`src/rtl/tts_pkg.sv`:
```
// Package for the triangle to trapezoid splitter.
// Field widths, transaction structs and internal pipeline types.
// No dependencies.
package tts_pkg;

  localparam int unsigned COORD_WIDTH = 16;
  localparam int unsigned INDEX_WIDTH = 24;
  localparam int unsigned DIFF_WIDTH  = COORD_WIDTH + 1;
  localparam int unsigned PROD_WIDTH  = 2 * DIFF_WIDTH;

  typedef logic        [INDEX_WIDTH-1:0] index_t;
  typedef logic signed [COORD_WIDTH-1:0] coord_t;
  typedef logic signed [DIFF_WIDTH-1:0]  diff_t;
  typedef logic signed [PROD_WIDTH-1:0]  prod_t;

  typedef struct packed {
    index_t primitive_index;
    index_t vertex_a_index;
    index_t vertex_b_index;
    index_t vertex_c_index;
    coord_t vertex_a_x;
    coord_t vertex_a_y;
    coord_t vertex_b_x;
    coord_t vertex_b_y;
    coord_t vertex_c_x;
    coord_t vertex_c_y;
  } tri_in_t;

  typedef struct packed {
    index_t tag_primitive;
    index_t left_start_index;
    index_t left_end_index;
    index_t right_start_index;
    index_t right_end_index;
    coord_t top_y;
    coord_t bottom_y;
    logic   last_piece;
  } trap_out_t;

  typedef struct packed {
    index_t idx;
    coord_t x;
    coord_t y;
  } vert_t;

endpackage

```
`src/rtl/triangle_trapezoid_split.sv`:
```
// Triangle to trapezoid splitter, top level.
// Four-stage pipeline: input register, y sort, side-test products, piece output.
// Depends on tts_pkg.
//
// Usage:
//   Input channel in_valid_i / in_stall_o / in_i carries one triangle per
//   transaction. Output channel out_valid_o / out_stall_i / out_o carries one
//   trapezoid per transaction; last_piece marks the final one of a triangle.
//   Degenerate triangles (all x equal or all y equal) produce nothing.
//   The input transaction passes through the input, sort, product and piece
//   registers in turn before the first trapezoid is offered.
//   Throughput: one triangle per cycle while out_stall_i is low and it yields
//   one trapezoid; one that yields two holds the output stage, which sends
//   both pieces in turn, until its second piece is taken.
//   The input is taken while earlier triangles are in flight; each stage moves
//   on as soon as the stage after it is free or emptying in the same cycle.
//   When out_stall_i is high the offered trapezoid holds, the pipeline fills
//   up and in_stall_o rises once all stages are occupied.
//   Reset empties all stages; no output is offered until new input arrives.
module triangle_trapezoid_split
  import tts_pkg::*;
(
  input  logic      clk_i,
  input  logic      rst_ni,
  input  logic      in_valid_i,
  output logic      in_stall_o,
  input  tri_in_t   in_i,
  output logic      out_valid_o,
  input  logic      out_stall_i,
  output trap_out_t out_o
);

  // stage valid bits and payloads
  logic      a_valid_q, b_valid_q, c_valid_q, d_valid_q;
  tri_in_t   a_q;
  vert_t     b_v0_q, b_v1_q, b_v2_q;
  index_t    b_tag_q;
  vert_t     c_v0_q, c_v1_q, c_v2_q;
  index_t    c_tag_q;
  prod_t     c_pl_q, c_pr_q;
  trap_out_t d_p0_q, d_p1_q;
  logic      d_two_q;
  logic      d_sel_q, d_sel_d;

  logic a_ready, b_ready, c_ready, d_ready;
  logic out_fire, d_done;

  assign out_fire = d_valid_q && !out_stall_i;
  assign d_done   = out_fire && (!d_two_q || d_sel_q);
  assign d_ready  = !d_valid_q || d_done;
  assign c_ready  = !c_valid_q || d_ready;
  assign b_ready  = !b_valid_q || c_ready;
  assign a_ready  = !a_valid_q || b_ready;

  assign in_stall_o = !a_ready;

  // stage A -> B: degenerate test and stable sort by descending y
  vert_t s0, s1, s2, tmp;
  logic  degen;

  always_comb begin
    s0 = '{idx: a_q.vertex_a_index, x: a_q.vertex_a_x, y: a_q.vertex_a_y};
    s1 = '{idx: a_q.vertex_b_index, x: a_q.vertex_b_x, y: a_q.vertex_b_y};
    s2 = '{idx: a_q.vertex_c_index, x: a_q.vertex_c_x, y: a_q.vertex_c_y};
    degen = ((a_q.vertex_a_x == a_q.vertex_b_x) && (a_q.vertex_a_x == a_q.vertex_c_x)) ||
            ((a_q.vertex_a_y == a_q.vertex_b_y) && (a_q.vertex_a_y == a_q.vertex_c_y));
    tmp = s0;
    if (s0.y < s1.y) begin
      tmp = s0;
      s0  = s1;
      s1  = tmp;
    end
    if (s1.y < s2.y) begin
      tmp = s1;
      s1  = s2;
      s2  = tmp;
    end
    if (s0.y < s1.y) begin
      tmp = s0;
      s0  = s1;
      s1  = tmp;
    end
  end

  // stage B -> C: edge differences and side-test products
  diff_t dy1, dx2, dx1, dy2;
  prod_t pl_d, pr_d;

  always_comb begin
    dy1  = DIFF_WIDTH'(b_v1_q.y) - DIFF_WIDTH'(b_v0_q.y);
    dx2  = DIFF_WIDTH'(b_v2_q.x) - DIFF_WIDTH'(b_v0_q.x);
    dx1  = DIFF_WIDTH'(b_v1_q.x) - DIFF_WIDTH'(b_v0_q.x);
    dy2  = DIFF_WIDTH'(b_v2_q.y) - DIFF_WIDTH'(b_v0_q.y);
    pl_d = PROD_WIDTH'(dy1) * PROD_WIDTH'(dx2);
    pr_d = PROD_WIDTH'(dx1) * PROD_WIDTH'(dy2);
  end

  // stage C -> D: build the pieces
  trap_out_t p0_d, p1_d;
  logic      two_d;
  vert_t     lv, rv;

  always_comb begin
    lv    = c_v0_q;
    rv    = c_v1_q;
    two_d = 1'b0;
    p0_d  = '0;
    p1_d  = '0;
    priority if (c_v0_q.y == c_v1_q.y) begin
      if (c_v0_q.x > c_v1_q.x) begin
        lv = c_v1_q;
        rv = c_v0_q;
      end
      p0_d = '{c_tag_q, lv.idx, c_v2_q.idx, rv.idx, c_v2_q.idx,
               c_v0_q.y, c_v2_q.y, 1'b1};
    end else if (c_v1_q.y == c_v2_q.y) begin
      lv = c_v1_q;
      rv = c_v2_q;
      if (c_v1_q.x > c_v2_q.x) begin
        lv = c_v2_q;
        rv = c_v1_q;
      end
      p0_d = '{c_tag_q, c_v0_q.idx, lv.idx, c_v0_q.idx, rv.idx,
               c_v0_q.y, c_v2_q.y, 1'b1};
    end else if (c_pl_q > c_pr_q) begin
      // long edge on the left
      two_d = 1'b1;
      p0_d  = '{c_tag_q, c_v0_q.idx, c_v2_q.idx, c_v0_q.idx, c_v1_q.idx,
                c_v0_q.y, c_v1_q.y, 1'b0};
      p1_d  = '{c_tag_q, c_v0_q.idx, c_v2_q.idx, c_v1_q.idx, c_v2_q.idx,
                c_v1_q.y, c_v2_q.y, 1'b1};
    end else begin
      two_d = 1'b1;
      p0_d  = '{c_tag_q, c_v0_q.idx, c_v1_q.idx, c_v0_q.idx, c_v2_q.idx,
                c_v0_q.y, c_v1_q.y, 1'b0};
      p1_d  = '{c_tag_q, c_v1_q.idx, c_v2_q.idx, c_v0_q.idx, c_v2_q.idx,
                c_v1_q.y, c_v2_q.y, 1'b1};
    end
  end

  always_comb begin
    d_sel_d = d_sel_q;
    if (out_fire) begin
      d_sel_d = !d_done;
    end
  end

  // control
  always_ff @(posedge clk_i or negedge rst_ni) begin
    if (!rst_ni) begin
      a_valid_q <= 1'b0;
      b_valid_q <= 1'b0;
      c_valid_q <= 1'b0;
      d_valid_q <= 1'b0;
      d_sel_q   <= 1'b0;
    end else begin
      if (a_ready) begin
        a_valid_q <= in_valid_i;
      end
      if (b_ready) begin
        b_valid_q <= a_valid_q && !degen;
      end
      if (c_ready) begin
        c_valid_q <= b_valid_q;
      end
      if (d_ready) begin
        d_valid_q <= c_valid_q;
      end
      d_sel_q <= d_sel_d;
    end
  end

  // payload
  always_ff @(posedge clk_i) begin
    if (a_ready && in_valid_i) begin
      a_q <= in_i;
    end
    if (b_ready && a_valid_q) begin
      b_v0_q  <= s0;
      b_v1_q  <= s1;
      b_v2_q  <= s2;
      b_tag_q <= a_q.primitive_index;
    end
    if (c_ready && b_valid_q) begin
      c_v0_q  <= b_v0_q;
      c_v1_q  <= b_v1_q;
      c_v2_q  <= b_v2_q;
      c_tag_q <= b_tag_q;
      c_pl_q  <= pl_d;
      c_pr_q  <= pr_d;
    end
    if (d_ready && c_valid_q) begin
      d_p0_q  <= p0_d;
      d_p1_q  <= p1_d;
      d_two_q <= two_d;
    end
  end

  assign out_valid_o = d_valid_q;
  assign out_o       = d_sel_q ? d_p1_q : d_p0_q;

endmodule
```
`config.mk`:
```
export PLATFORM = sky130hd
export DESIGN_NAME = triangle_trapezoid_split
export DESIGN_NICKNAME = d
export VERILOG_FILES = /design/src/rtl/tts_pkg.sv /design/src/rtl/triangle_trapezoid_split.sv
export SDC_FILE = /design/constraint.sdc
export NUM_CORES = 2
export LEC_CHECK = 0
export ABC_AREA = 1
export BUFFER_PORTS_ARGS = -buffer_cell sky130_fd_sc_hd__buf_4
export CAP_MARGIN = 5
export CORE_UTILIZATION = 42
export DETAILED_ROUTE_END_ITERATION = 8
export HOLD_SLACK_MARGIN = 0.08
export MAX_ROUTING_LAYER = met4
export PLACE_DENSITY_LB_ADDON = 0.05
export SLEW_MARGIN = 20
export SYNTH_ARGS = -nofsm -noshare
export SYNTH_HDL_FRONTEND = slang
export SYNTH_SLANG_ARGS = --single-unit
```
`constraint.sdc`:
```
create_clock -name clk_i -period 23.2 [get_ports clk_i]
set_input_delay 2.32 -clock clk_i [delete_from_list [all_inputs] [get_ports clk_i]]
set_output_delay 2.32 -clock clk_i [all_outputs]
set_load 0.03 [all_outputs]
```
==> results.toml <==
[run_status]
status = "completed"

[final_layout]
regArea_mm2 = 0.0280
multi_input_area_mm2 = 0.0314
fin_nets = 7932
fillCellCount = 14300
layout_commonest_cell = "nand2_1"
mostFrequentLayoutCells = "nand2_1 (1532), inv_1 (1117), edfxtp_1 (927)"
drive_gt1_share_pct = 9.51
syn_to_final_growth_pct = 12.7

[timing]
grt_setup_unrepaired = "no"
post-route-period-util_pct = 42.7
finalSetupViolations = 0
hold_viol = 0
slew_headroom_pct = 29.1
tightestPinTransition_ns = 1.06
max_freq_mhz = 101
maxSlewViolCount = 0
fin_setup_tns_ns = 0
fin_crit_ns = 9.90
clock_skew_ns = 0.0784

[routing]
dr.first_iter.drc_count = 3820
drc = 0
vias = 45900
detail-route-antenna-nets = 0
via_per_inst = 5.15
wl_mm = 193
first_pass_iters = 6
wl_per_cell_um = 21.6

[flow_run]
maxCapViolCount = 0

[logic_synthesis]
synth_area_mm2 = 0.0646
synth_edf_count = 927
synth_fp_nets = 7640
synth_sequential_area_ratio_pct = 43.3
async_flop_share_pct = 0.536
netlist_instances = 6502
syn_avg_cell_area_um2 = 9.94
ys_seq_elements = 932
synthDistinctLibCells = 57
ys_warn_count = 0
ys.flop_type = "edfxtp_1"

[floorplanning]
core_area_mm2 = 0.152
die_w_um = 394
ios = 351
initial_core_util_pct = 42.4
rows = 143
dieArea_mm2 = 0.155
die_y_um = 394

[critical_path]
endpoint_kind = "register"
worst_ep_arrival_time_ns = 10.32
reg2reg_slack_ns = 13.31
crit_required_ns = 23.63
cp_top_family = "adder cells"
cp-start-kind = "register"
critical_path.most_common_cell = "nand2_1"
cp_slowest_stage_delay_ns = 0.73
crit_buf_inv = 8
path_class = "reg -> reg"
worst-path-max-fanout = 10
cpMaxStageDelayCell = "xor2_2"

[min_path]
hold_class = "reg -> reg"

[clock_network]
tritoncts = "done"
cts_buffers = 104
cts.repair.resized = 0
cts_hold_buf = 0
clk_pin_slew_worst_paths_ns = 0.06
cts-root-buf = "clkbuf_16"
cts_max_level = 3
insertion_delay_ns = 0.75
cts_sinks = 932
cts_setup_buffers = 0
clk_path_buf_depth = 3

[place]
port-buffer-count = 350
globalplace.congestion = 0.918
place_hpwl_mm = 145

[grt]
overflow = 0
grt_max_degree = 96
grt_pass1_wl_mm = 291
antenna_found_initial = 5
grt_pass1_vias = 45400
groute.usage.overall_pct = 25.7
==> routing by layer <==
layer  GRT usage, %  part of all wire (%)  vias to the layer above
met2           39.5                    46                     1487
met4           6.77                   2.6                        0
met3           3.50                   6.3                      229
li1               -                     -                    21400
met5              -                     0                        -
met1           35.8                    45                    22700
==> cells by family after synthesis <==
logic type | Yosys count | share of synthesized area, %
AND/OR/NAND/NOR | 2381 | 14.9
buffers and inverters | 1382 | 8.40
XOR/XNOR | 166 | 2.27
adder cells (fa/ha/maj) | 942 | 25.2
flip-flops | 932 | 43.3
AO/OA/AOI/OAI | 699 | 5.96
==> synthesized netlist by cell type (13+ instances only) <==
cell type	number	area [um^2]
inv_1	1120	4200
buf_6	21	236
xor2_1	87	762
clkbuf_1	166	623
o21ai_1	24	120
nand4_1	46	288
xnor2_1	77	674
nand3_1	305	1530
a21oi_1	186	931
o21bai_1	26	195
nor2_1	412	1550
o211ai_1	32	240
buf_2	26	130
o21ai_0	357	1790
edfxtp_1	927	27800
fa_1	596	11900
nand2_1	1535	5760
clkinv_1	18	67.6
or2_2	27	169
buf_1	17	63.8
ha_1	346	4330
nor3_1	13	65.1
==> stage by stage <==
step / instances / hold WS [ns] / area (um^2) / setup WS (ns) / utilization, %
floorplan: 6502 / 0.400 / 64600 / 7.85 / -
global placement: 8718 / 0.400 / 69400 / 13.47 / 45.6
detailed placement: 8718 / 0.405 / 69400 / 13.38 / 45.6
CTS: 8907 / 0.401 / 72800 / 13.32 / 47.8
global route: 8909 / 0.409 / 72800 / 12.45 / 47.8
finish: 8910 / 0.404 / 72800 / 13.31 / 47.8
==> sequential cells by signal, summed over array words and instances (netlist names), 24 cells and up <==
register and flops:
a_q 192, b_tag_q 24, b_v0_q 56, b_v1_q 56, b_v2_q 56, c_pl_q 34, c_pr_q 34, c_tag_q 24
c_v0_q 56, c_v1_q 56, c_v2_q 56, d_p0_q 153, d_p1_q 129
==> final timing paths <==
| path | startpoint | depth (start not counted) | endpoint |
|---|---|---|---|
| hold reg to reg | b_tag_q[3] | 0 | c_tag_q[3] |
| hold / removal | b_tag_q[3] | 0 | c_tag_q[3] |
| setup / recovery | b_v1_q[18] | 50 | c_pr_q[32] |
| max in group asynchronous | rst_ni | 1 | d_sel_q |
| min in group asynchronous | rst_ni | 1 | out_valid_o |
| setup reg to reg | b_v1_q[18] | 50 | c_pr_q[32] |
==> cell type report <==
class	count	share of cell area, %
Sequential cell	932	38.4
Antenna cell	3	0.0103
Clock buffer	123	3.73
Timing Repair Buffer	423	4.36
Clock inverter	66	0.945
Multi-Input combinational cell	4188	43.1
Inverter	1145	5.93
Tap cell	2030	3.49
Power is left out: the tool's default activity adds up to more than one toggle a clock period on the data nets, which glitch-free logic cannot reach.
